### config.mk
export PLATFORM = sky130hd
export DESIGN_NAME = humidity_temp_pulse_frame_decoder_unit_flat
export DESIGN_NICKNAME = d
export VERILOG_FILES = /design/src/rtl/core/htpfd_pkg.sv /design/src/rtl/core/htpfd_if.sv /design/src/rtl/core/htpfd_accum.sv /design/src/rtl/core/htpfd_decode.sv /design/src/rtl/core/humidity_temp_pulse_frame_decoder_unit.sv /design/src/flat_wrapper.sv
export SDC_FILE = /design/constraint.sdc
export NUM_CORES = 1
export LEC_CHECK = 0
export BUFFER_PORTS_ARGS = -buffer_cell sky130_fd_sc_hd__buf_2
export CORE_AREA = 2 2 225 227
export CTS_CLUSTER_SIZE = 16
export DETAILED_ROUTE_END_ITERATION = 10
export DIE_AREA = 0 0 227 229
export HOLD_SLACK_MARGIN = 0.1
export MAX_ROUTING_LAYER = met4
export SLEW_MARGIN = 25
export SYNTH_ARGS = -nofsm -noshare
export SYNTH_HDL_FRONTEND = slang
export SYNTH_HIERARCHICAL = 1
export SYNTH_SLANG_ARGS = --single-unit
### constraint.sdc
create_clock -name clk_i -period 5.6 [get_ports clk_i]
set_input_delay 0.28 -clock clk_i [delete_from_list [all_inputs] [get_ports clk_i]]
set_output_delay 0.28 -clock clk_i [all_outputs]
set_load 0.02 [all_outputs]
### src/rtl/core/htpfd_pkg.sv
// ----------------------------------------------------------------------------
// htpfd_pkg
// shared types and constants of the humidity/temperature pulse frame decoder
// ----------------------------------------------------------------------------
package htpfd_pkg;

  localparam int unsigned FRAME_BYTES   = 5;
  localparam int unsigned FRAME_BITS    = FRAME_BYTES * 8;
  localparam int unsigned CNT_W         = $clog2(FRAME_BITS + 1);
  localparam int unsigned WIDTH_BITS    = 10;

  localparam int unsigned ZERO_MIN_RST  = 20;
  localparam int unsigned ZERO_MAX_RST  = 30;

  localparam int unsigned WORD_W        = 16;
  localparam int unsigned HUM_WHOLE_W   = 13;
  localparam int unsigned TMP_WHOLE_W   = 12;
  localparam int unsigned TENTHS_W      = 4;

  // x / 10 == (x * 0xcccd) >> 19 for every 16-bit x
  localparam logic [15:0] DIV10_RECIP   = 16'hcccd;
  localparam int unsigned DIV10_SHIFT   = 19;

  localparam int unsigned CFG_IDX_W     = 1;

  typedef enum logic [CFG_IDX_W-1:0] {
    CFG_ZERO_WIDTH_MIN = 1'b0,
    CFG_ZERO_WIDTH_MAX = 1'b1
  } cfg_idx_e;

  typedef struct packed {
    logic                  valid;
    logic [FRAME_BITS-1:0] bits;
  } frame_t;

  typedef struct packed {
    logic                   checksum_ok;
    logic [HUM_WHOLE_W-1:0] humidity_whole;
    logic [TENTHS_W-1:0]    humidity_tenths;
    logic                   temperature_negative;
    logic [TMP_WHOLE_W-1:0] temperature_whole;
    logic [TENTHS_W-1:0]    temperature_tenths;
  } result_t;

endpackage

### src/rtl/core/htpfd_if.sv
// ----------------------------------------------------------------------------
// htpfd_if
// valid/ready channels for pulse items and decoded result items
// ----------------------------------------------------------------------------
interface htpfd_pulse_if #(
  parameter int unsigned WIDTH_BITS = htpfd_pkg::WIDTH_BITS
);
  logic                  valid;
  logic                  ready;
  logic [WIDTH_BITS-1:0] pulse_width;
  logic                  frame_start;

  modport source (output valid, output pulse_width, output frame_start, input ready);
  modport sink   (input valid, input pulse_width, input frame_start, output ready);
endinterface

interface htpfd_result_if;
  logic                                 valid;
  logic                                 ready;
  logic                                 checksum_ok;
  logic [htpfd_pkg::HUM_WHOLE_W-1:0]    humidity_whole;
  logic [htpfd_pkg::TENTHS_W-1:0]       humidity_tenths;
  logic                                 temperature_negative;
  logic [htpfd_pkg::TMP_WHOLE_W-1:0]    temperature_whole;
  logic [htpfd_pkg::TENTHS_W-1:0]       temperature_tenths;

  modport source (
    output valid, output checksum_ok, output humidity_whole, output humidity_tenths,
    output temperature_negative, output temperature_whole, output temperature_tenths,
    input ready
  );
  modport sink (
    input valid, input checksum_ok, input humidity_whole, input humidity_tenths,
    input temperature_negative, input temperature_whole, input temperature_tenths,
    output ready
  );
endinterface

### src/rtl/core/htpfd_accum.sv
// ----------------------------------------------------------------------------
// htpfd_accum
// classifies each pulse width as a bit and shifts it into the frame,
// handing a complete frame to the frame register
// ----------------------------------------------------------------------------
module htpfd_accum #(
  parameter int unsigned WIDTH_BITS = htpfd_pkg::WIDTH_BITS
) (
  input  logic                    clk_i,
  input  logic                    rst_ni,
  input  logic [WIDTH_BITS-1:0]   zero_min_i,
  input  logic [WIDTH_BITS-1:0]   zero_max_i,
  htpfd_pulse_if.sink             pulse_i,
  output htpfd_pkg::frame_t       frame_o,
  input  logic                    frame_ready_i
);

  logic [htpfd_pkg::FRAME_BITS-1:0] bits_q, bits_d, base_bits, shifted;
  logic [htpfd_pkg::CNT_W-1:0]      cnt_q, cnt_d, base_cnt, cnt_inc;
  logic [htpfd_pkg::FRAME_BITS-1:0] frame_bits_q;
  logic                             frame_vld_q, frame_vld_d;
  logic                             bit_one, accept, done;

  assign pulse_i.ready = !frame_vld_q || frame_ready_i;
  assign accept        = pulse_i.valid && pulse_i.ready;

  assign bit_one   = !((pulse_i.pulse_width >= zero_min_i) &&
                       (pulse_i.pulse_width <= zero_max_i));
  assign base_bits = pulse_i.frame_start ? '0 : bits_q;
  assign base_cnt  = pulse_i.frame_start ? '0 : cnt_q;
  assign shifted   = {base_bits[htpfd_pkg::FRAME_BITS-2:0], bit_one};
  assign cnt_inc   = base_cnt + htpfd_pkg::CNT_W'(1);
  assign done      = (cnt_inc == htpfd_pkg::CNT_W'(htpfd_pkg::FRAME_BITS));

  always_comb begin
    bits_d      = bits_q;
    cnt_d       = cnt_q;
    frame_vld_d = frame_vld_q && !frame_ready_i;
    if (accept) begin
      if (done) begin
        bits_d      = '0;
        cnt_d       = '0;
        frame_vld_d = 1'b1;
      end else begin
        bits_d = shifted;
        cnt_d  = cnt_inc;
      end
    end
  end

  always_ff @(posedge clk_i or negedge rst_ni) begin
    if (!rst_ni) begin
      bits_q      <= '0;
      cnt_q       <= '0;
      frame_vld_q <= 1'b0;
    end else begin
      bits_q      <= bits_d;
      cnt_q       <= cnt_d;
      frame_vld_q <= frame_vld_d;
    end
  end

  always_ff @(posedge clk_i) begin
    if (accept && done) begin
      frame_bits_q <= shifted;
    end
  end

  assign frame_o.valid = frame_vld_q;
  assign frame_o.bits  = frame_bits_q;

endmodule

### src/rtl/core/htpfd_decode.sv
// ----------------------------------------------------------------------------
// htpfd_decode
// checksum test and split of humidity and temperature into whole and tenths,
// held in the result register
// ----------------------------------------------------------------------------
module htpfd_decode (
  input  logic                clk_i,
  input  logic                rst_ni,
  input  htpfd_pkg::frame_t   frame_i,
  output logic                frame_ready_o,
  htpfd_result_if.source      result_o
);

  logic [7:0]                      b0, b1, b2, b3, b4, sum;
  logic [htpfd_pkg::WORD_W-1:0]    hum;
  logic [htpfd_pkg::WORD_W-2:0]    mag;
  logic [31:0]                     hum_prod;
  logic [30:0]                     mag_prod;
  logic [htpfd_pkg::HUM_WHOLE_W-1:0] hum_q10;
  logic [htpfd_pkg::TMP_WHOLE_W-1:0] mag_q10;
  logic [16:0]                     hum_x10, mag_x10, hum_rem, mag_rem;
  logic                            ok, load;
  htpfd_pkg::result_t              res_d, res_q;
  logic                            out_vld_q;

  assign b0 = frame_i.bits[39:32];
  assign b1 = frame_i.bits[31:24];
  assign b2 = frame_i.bits[23:16];
  assign b3 = frame_i.bits[15:8];
  assign b4 = frame_i.bits[7:0];

  assign sum = b0 + b1 + b2 + b3;
  assign ok  = (sum == b4);

  assign hum = {b0, b1};
  assign mag = {b2[6:0], b3};

  assign hum_prod = hum * htpfd_pkg::DIV10_RECIP;
  assign mag_prod = mag * htpfd_pkg::DIV10_RECIP;
  assign hum_q10  = hum_prod[31:htpfd_pkg::DIV10_SHIFT];
  assign mag_q10  = mag_prod[30:htpfd_pkg::DIV10_SHIFT];

  // times ten as shift and add
  assign hum_x10 = {1'b0, hum_q10, 3'b000} + {3'b000, hum_q10, 1'b0};
  assign mag_x10 = {2'b00, mag_q10, 3'b000} + {4'b0000, mag_q10, 1'b0};
  assign hum_rem = {1'b0, hum} - hum_x10;
  assign mag_rem = {2'b00, mag} - mag_x10;

  always_comb begin
    res_d = '0;
    if (ok) begin
      res_d.checksum_ok          = 1'b1;
      res_d.humidity_whole       = hum_q10;
      res_d.humidity_tenths      = hum_rem[htpfd_pkg::TENTHS_W-1:0];
      res_d.temperature_negative = b2[7];
      res_d.temperature_whole    = mag_q10;
      res_d.temperature_tenths   = mag_rem[htpfd_pkg::TENTHS_W-1:0];
    end
  end

  assign frame_ready_o = !out_vld_q || result_o.ready;
  assign load          = frame_i.valid && frame_ready_o;

  always_ff @(posedge clk_i or negedge rst_ni) begin
    if (!rst_ni) begin
      out_vld_q <= 1'b0;
    end else if (frame_ready_o) begin
      out_vld_q <= frame_i.valid;
    end
  end

  always_ff @(posedge clk_i) begin
    if (load) begin
      res_q <= res_d;
    end
  end

  assign result_o.valid                = out_vld_q;
  assign result_o.checksum_ok          = res_q.checksum_ok;
  assign result_o.humidity_whole       = res_q.humidity_whole;
  assign result_o.humidity_tenths      = res_q.humidity_tenths;
  assign result_o.temperature_negative = res_q.temperature_negative;
  assign result_o.temperature_whole    = res_q.temperature_whole;
  assign result_o.temperature_tenths   = res_q.temperature_tenths;

endmodule

### src/rtl/core/humidity_temp_pulse_frame_decoder_unit.sv
// ----------------------------------------------------------------------------
// humidity_temp_pulse_frame_decoder_unit
// decodes 40 pulse widths into checksum status, humidity and temperature
// ----------------------------------------------------------------------------
// path: once its 40th pulse item is accepted, a frame passes through the frame
//   register, then the result register, before its result is valid
// throughput: one pulse item per cycle, set by the shift and count, unless a held frame waits on a stalled result
// reset: frame bits, bit count and both valids clear; window registers return
//   to 20 and 30
module humidity_temp_pulse_frame_decoder_unit #(
  parameter int unsigned WIDTH_BITS = htpfd_pkg::WIDTH_BITS
) (
  input  logic                            clk_i,
  input  logic                            rst_ni,
  input  logic                            cfg_we_i,
  input  logic [htpfd_pkg::CFG_IDX_W-1:0] cfg_idx_i,
  input  logic [WIDTH_BITS-1:0]           cfg_wdata_i,
  htpfd_pulse_if.sink                     pulse_i,
  htpfd_result_if.source                  result_o
);

  logic [WIDTH_BITS-1:0] zero_min_q, zero_max_q;
  htpfd_pkg::frame_t     frame;
  logic                  frame_ready;

  always_ff @(posedge clk_i or negedge rst_ni) begin
    if (!rst_ni) begin
      zero_min_q <= WIDTH_BITS'(htpfd_pkg::ZERO_MIN_RST);
      zero_max_q <= WIDTH_BITS'(htpfd_pkg::ZERO_MAX_RST);
    end else if (cfg_we_i) begin
      unique case (htpfd_pkg::cfg_idx_e'(cfg_idx_i))
        htpfd_pkg::CFG_ZERO_WIDTH_MIN: zero_min_q <= cfg_wdata_i;
        htpfd_pkg::CFG_ZERO_WIDTH_MAX: zero_max_q <= cfg_wdata_i;
        default: ;
      endcase
    end
  end

  htpfd_accum #(
    .WIDTH_BITS (WIDTH_BITS)
  ) u_accum (
    .clk_i         (clk_i),
    .rst_ni        (rst_ni),
    .zero_min_i    (zero_min_q),
    .zero_max_i    (zero_max_q),
    .pulse_i       (pulse_i),
    .frame_o       (frame),
    .frame_ready_i (frame_ready)
  );

  htpfd_decode u_decode (
    .clk_i         (clk_i),
    .rst_ni        (rst_ni),
    .frame_i       (frame),
    .frame_ready_o (frame_ready),
    .result_o      (result_o)
  );

endmodule

### src/flat_wrapper.sv
// flat-port wrapper written by rule: the top's interface ports become plain ports
module humidity_temp_pulse_frame_decoder_unit_flat 
#(
  parameter int unsigned WIDTH_BITS = htpfd_pkg::WIDTH_BITS
)
  (clk_i, rst_ni, cfg_we_i, cfg_idx_i, cfg_wdata_i, pulse_i_valid, pulse_i_pulse_width, pulse_i_frame_start, pulse_i_ready, result_o_valid, result_o_checksum_ok, result_o_humidity_whole, result_o_humidity_tenths, result_o_temperature_negative, result_o_temperature_whole, result_o_temperature_tenths, result_o_ready);
  htpfd_pulse_if #(.WIDTH_BITS(WIDTH_BITS)) pulse_i_i ();
  htpfd_result_if result_o_i ();
  input  logic clk_i;
  input  logic rst_ni;
  input  logic cfg_we_i;
  input  logic [htpfd_pkg::CFG_IDX_W-1:0] cfg_idx_i;
  input  logic [WIDTH_BITS-1:0] cfg_wdata_i;
  input wire logic [$bits(pulse_i_i.valid)-1:0] pulse_i_valid;
  input wire logic [$bits(pulse_i_i.pulse_width)-1:0] pulse_i_pulse_width;
  input wire logic [$bits(pulse_i_i.frame_start)-1:0] pulse_i_frame_start;
  output wire logic [$bits(pulse_i_i.ready)-1:0] pulse_i_ready;
  output wire logic [$bits(result_o_i.valid)-1:0] result_o_valid;
  output wire logic [$bits(result_o_i.checksum_ok)-1:0] result_o_checksum_ok;
  output wire logic [$bits(result_o_i.humidity_whole)-1:0] result_o_humidity_whole;
  output wire logic [$bits(result_o_i.humidity_tenths)-1:0] result_o_humidity_tenths;
  output wire logic [$bits(result_o_i.temperature_negative)-1:0] result_o_temperature_negative;
  output wire logic [$bits(result_o_i.temperature_whole)-1:0] result_o_temperature_whole;
  output wire logic [$bits(result_o_i.temperature_tenths)-1:0] result_o_temperature_tenths;
  input wire logic [$bits(result_o_i.ready)-1:0] result_o_ready;
  assign pulse_i_i.valid = pulse_i_valid;
  assign pulse_i_i.pulse_width = pulse_i_pulse_width;
  assign pulse_i_i.frame_start = pulse_i_frame_start;
  assign pulse_i_ready = pulse_i_i.ready;
  assign result_o_valid = result_o_i.valid;
  assign result_o_checksum_ok = result_o_i.checksum_ok;
  assign result_o_humidity_whole = result_o_i.humidity_whole;
  assign result_o_humidity_tenths = result_o_i.humidity_tenths;
  assign result_o_temperature_negative = result_o_i.temperature_negative;
  assign result_o_temperature_whole = result_o_i.temperature_whole;
  assign result_o_temperature_tenths = result_o_i.temperature_tenths;
  assign result_o_i.ready = result_o_ready;
  humidity_temp_pulse_frame_decoder_unit #(.WIDTH_BITS(WIDTH_BITS)) u_core (.clk_i(clk_i), .rst_ni(rst_ni), .cfg_we_i(cfg_we_i), .cfg_idx_i(cfg_idx_i), .cfg_wdata_i(cfg_wdata_i), .pulse_i(pulse_i_i), .result_o(result_o_i));
endmodule
==> metrics.txt <==
vias=10030; Fmax=0.1750 GHz; fin cells=2256; status=complete, but fails checks; # diodes=0; ys flop type=edfxtp_1; antenna violations before repair=0; number of global-route vias before repair=10750; static leakage=0.009118 uW; die footprint=51980 sq um; EDFF count, synth=75; Overflow after GRT=0; Final ANT Viol Nets=0; TritonCTS clock tree=built; all-layer global routing usage=14.03%; Port Buffers=63; worst path cell trace=ha_1 -> ha_1 -> inv_1 -> fa_1 -> fa_1 -> inv_1 -> fa_1 -> inv_1 -> fa_1 -> inv_1 -> ha_1 -> and4_4 -> a32oi_1 -> o211a_1 -> nand3_2 -> xor2_1 -> ha_1 -> a2111oi_4 -> xor2_1 -> nor2_2; Die X-Extent=227 um; total power draw=2516 uW; Post-Syn Instances=1340; GP Congestion=0.9101; 1st-iter DRT viols=406; relative slew slack=35.22%; sequential cell area fraction in the yosys report=26.63%; Reg clk slew, reported paths=70 ps; Worst-Skew Late Latency=450 ps; critical path type=reg2reg; worst ir drop on vdd=183.1 uV; Worst Setup Start Kind=flip-flop; CP max-delay cell=fa_1; CTS Buf Count=17; drt wl/cell=14.90 um; WP data arrival=5910 ps; Area Overhead vs Synth=25.17%; std cell rows=82; Final #Nets=2027; # clock sinks=142; Setup TNS=-334.2 ps; Post-Syn Nets=1796; max-cap viol count=0; flops & latches, synth=142; clk root buf=clkbuf_16; # fillers=4923; IO Pins=64; pin count of the biggest net entering global routing=68; period utilization=102.0%; DR vias/cell=4.445; Post-synth ARST share=47.18%; Critical Path End Type=flip-flop; H-tree Lvls=4; first-pass GRT wire length=55.12 mm; compound-gate portion of the synthesized area=8.525%; DPL Wire Length=27.70 mm; Yosys cell types=66; multiplexer share of the synthesized area=1.888%; final setup violating endpoints=4; Final Critical Period=5714 ps; post-synthesis cell area=14780 sq um; XOR/XNOR share of the synthesized area=3.742%; RSZ-0062 raised after global routing=yes; Post-Synth Simple-Gate Area=6.874%; Critical Path Fanout Max=5; footprint of the multi-input gates=10310 sq um; PwrDens=136.0 nW/um^2; Storage cell area=3936 sq um; crit-path max cell delay=570 ps; Final WS setup=-114.0 ps; final-report hold violation count=0; violated checks=setup timing; largest family of logic cells by synthesized area=adder cells; core box area=49660 sq um; fin area=18500 sq um; Least-Margin Pin Slew=971.8 ps; die height=229 um; synth warn=6; Starting Density=29.76%; Routed WL=33.60 mm; first-pass detailed-route iteration total=4; Worst Skew=10.26 ps; Crit path required time=5800 ps; Post-Place Cell Area=17020 sq um; Hold/Removal Path Class=in2reg; Adder-Cell Fraction of Synth Area=43.88%; layout cells sized above 1=25.76%; DRC=0; Avg Inst Size Synth=11.03 sq um; placed cells=2192; Final Max Slew Viols=0; CTS Buffer Depth=2
[logic make-up after synthesis]
logic type / Yosys count
AOI/OAI and AO/OA: 171
xor gates and xnor gates: 60
adders and majority gates: 429
buffers and inverters: 321
DFF: 142
muxes: 24
and+or+nand+nor: 193
[state kept, by name (all words and copies together), names as in the netlist]
name and count:
u_core/u_decode/result_o.temperature_tenths 4, u_core/u_accum/bits_q 39, u_core/u_decode/result_o.temperature_negative 1, u_core/u_accum/cnt_q 6
u_core/u_decode/result_o.humidity_tenths 4, u_core/u_decode/result_o.temperature_whole 12, u_core/zero_max_q 10, u_core/u_decode/result_o.humidity_whole 13
u_core/u_accum/frame_bits_q 40, u_core/zero_min_q 10, u_core/u_decode/result_o.valid 1, u_core/u_accum/frame_vld_q 1
u_core/u_decode/result_o.checksum_ok 1
[critical path, delay by kind of cell (launching register included)]
family | cells | cell delay (ps)
AND/OR/NAND/NOR | 3 | 310
flip-flops | 1 | 480
AO/OA/AOI/OAI | 3 | 740
XOR/XNOR | 2 | 390
buffers and inverters | 4 | 220
adder cells (fa/ha/maj) | 8 | 3340
[cells in the mapped netlist (all sizes together), types with 3 or more instances]
cell type	count	area, sq um
and3	4	26.28
mux2	21	236.5
o31ai	3	22.52
inv	299	1122
a22o	42	367.9
xor2	24	210.2
o21a	8	60.06
a21oi	40	200.2
a211oi	8	60.06
or3	6	37.54
nor3	17	85.08
o211ai	3	22.52
nand2	41	158.9
nand2b	6	37.54
xnor2	34	297.8
ha	280	3503
nor2b	44	282.8
dfrtp	61	1526
buf	9	63.81
or2	4	25.03
dfstp	6	157.7
and2	11	71.31
fa	149	2983
mux2i	3	42.54
nand3	9	45.04
nand4	9	56.30
nor4	5	31.28
nor2	33	126.4
o21ai	25	128.9
clkbuf	13	63.81
a211o	3	26.28
a21o	18	136.4
edfxtp	75	2252
[what timing repair did]
action,CTS,global route
buffers inserted,14,7
pin swaps,54,51
setup endpoints to repair,13,17
gates resized for setup,53,64
hold endpoints to repair,82,0
hold buffers,12,0
[metal layers]
| metal | track usage [%] | share of wire, % |
|---|---|---|
| met1 | 17.57 | 46 |
| met2 | 23.00 | 49 |
| met3 | 2.296 | 2.9 |
| met4 | 4.657 | 2.0 |
| met5 | - | 0 |
[cell type report]
cell class,instances,area share (%)
clock inverters,15,1.048
clock buffers,17,2.299
flip-flops and latches,142,21.28
well taps,672,4.545
repair buffers,234,9.009
multi-input cells,877,55.76
inverters,299,6.067
[stage by stage]
step	hold slack (ps)	worst slack (ps)	utilization [%]
6_report	152.1	-114.0	37.26
3_3_place_gp	466.6	-193.4	34.28
5_1_grt	139.7	-319.2	37.26
4_1_cts	109.0	-96.34	36.53
2_1_floorplan	-15.59	-133.4	-
3_5_place_dp	481.5	-302.1	34.28
[power by group]
part	switching, uW	internal, uW	total [uW]
Sequential	19.4	1130	1150
Combinational	88.4	77.0	165
Clock	525	679	1200
Total	633	1880	2520
[layout by cell type, fill, tap and decap left out, types with 10 or more instances in the layout]
cell type / synthesis / layout
dfrtp_1: 61 / 61
ha_1: 280 / 247
buf_6: 3 / 10
ha_4: 0 / 30
mux2_2: 21 / 21
dlygate4sd3_1: 0 / 12
nor3_1: 17 / 12
o21ai_0: 24 / 20
a22o_1: 42 / 42
buf_4: 1 / 149
clkbuf_16: 0 / 17
nor2b_1: 43 / 43
nor2_1: 32 / 30
nand2_1: 39 / 38
a21oi_1: 40 / 30
inv_2: 0 / 23
a21o_1: 17 / 17
buf_2: 3 / 63
xor2_1: 24 / 21
xnor2_1: 34 / 31
edfxtp_1: 75 / 75
fa_1: 149 / 142
inv_1: 299 / 276
[worst paths after layout]
check / startpoint / end / slack (ps) / depth (start not counted)
max in group asynchronous: rst_ni / u_core/u_accum/bits_q[8] / 4440 / 3
min: result_o_ready / u_core/u_decode/result_o.valid / 150 / 3
min reg2reg: u_core/u_accum/frame_vld_q / u_core/u_decode/result_o.valid / 500 / 1
min in group asynchronous: rst_ni / u_core/zero_min_q[7] / 580 / 3
max: u_core/u_accum/frame_bits_q[35] / u_core/u_decode/result_o.humidity_tenths[3] / -110 / 20
max reg2reg: u_core/u_accum/frame_bits_q[35] / u_core/u_decode/result_o.humidity_tenths[3] / -110 / 20
No activity file was read; power rests on OpenSTA's default activity.
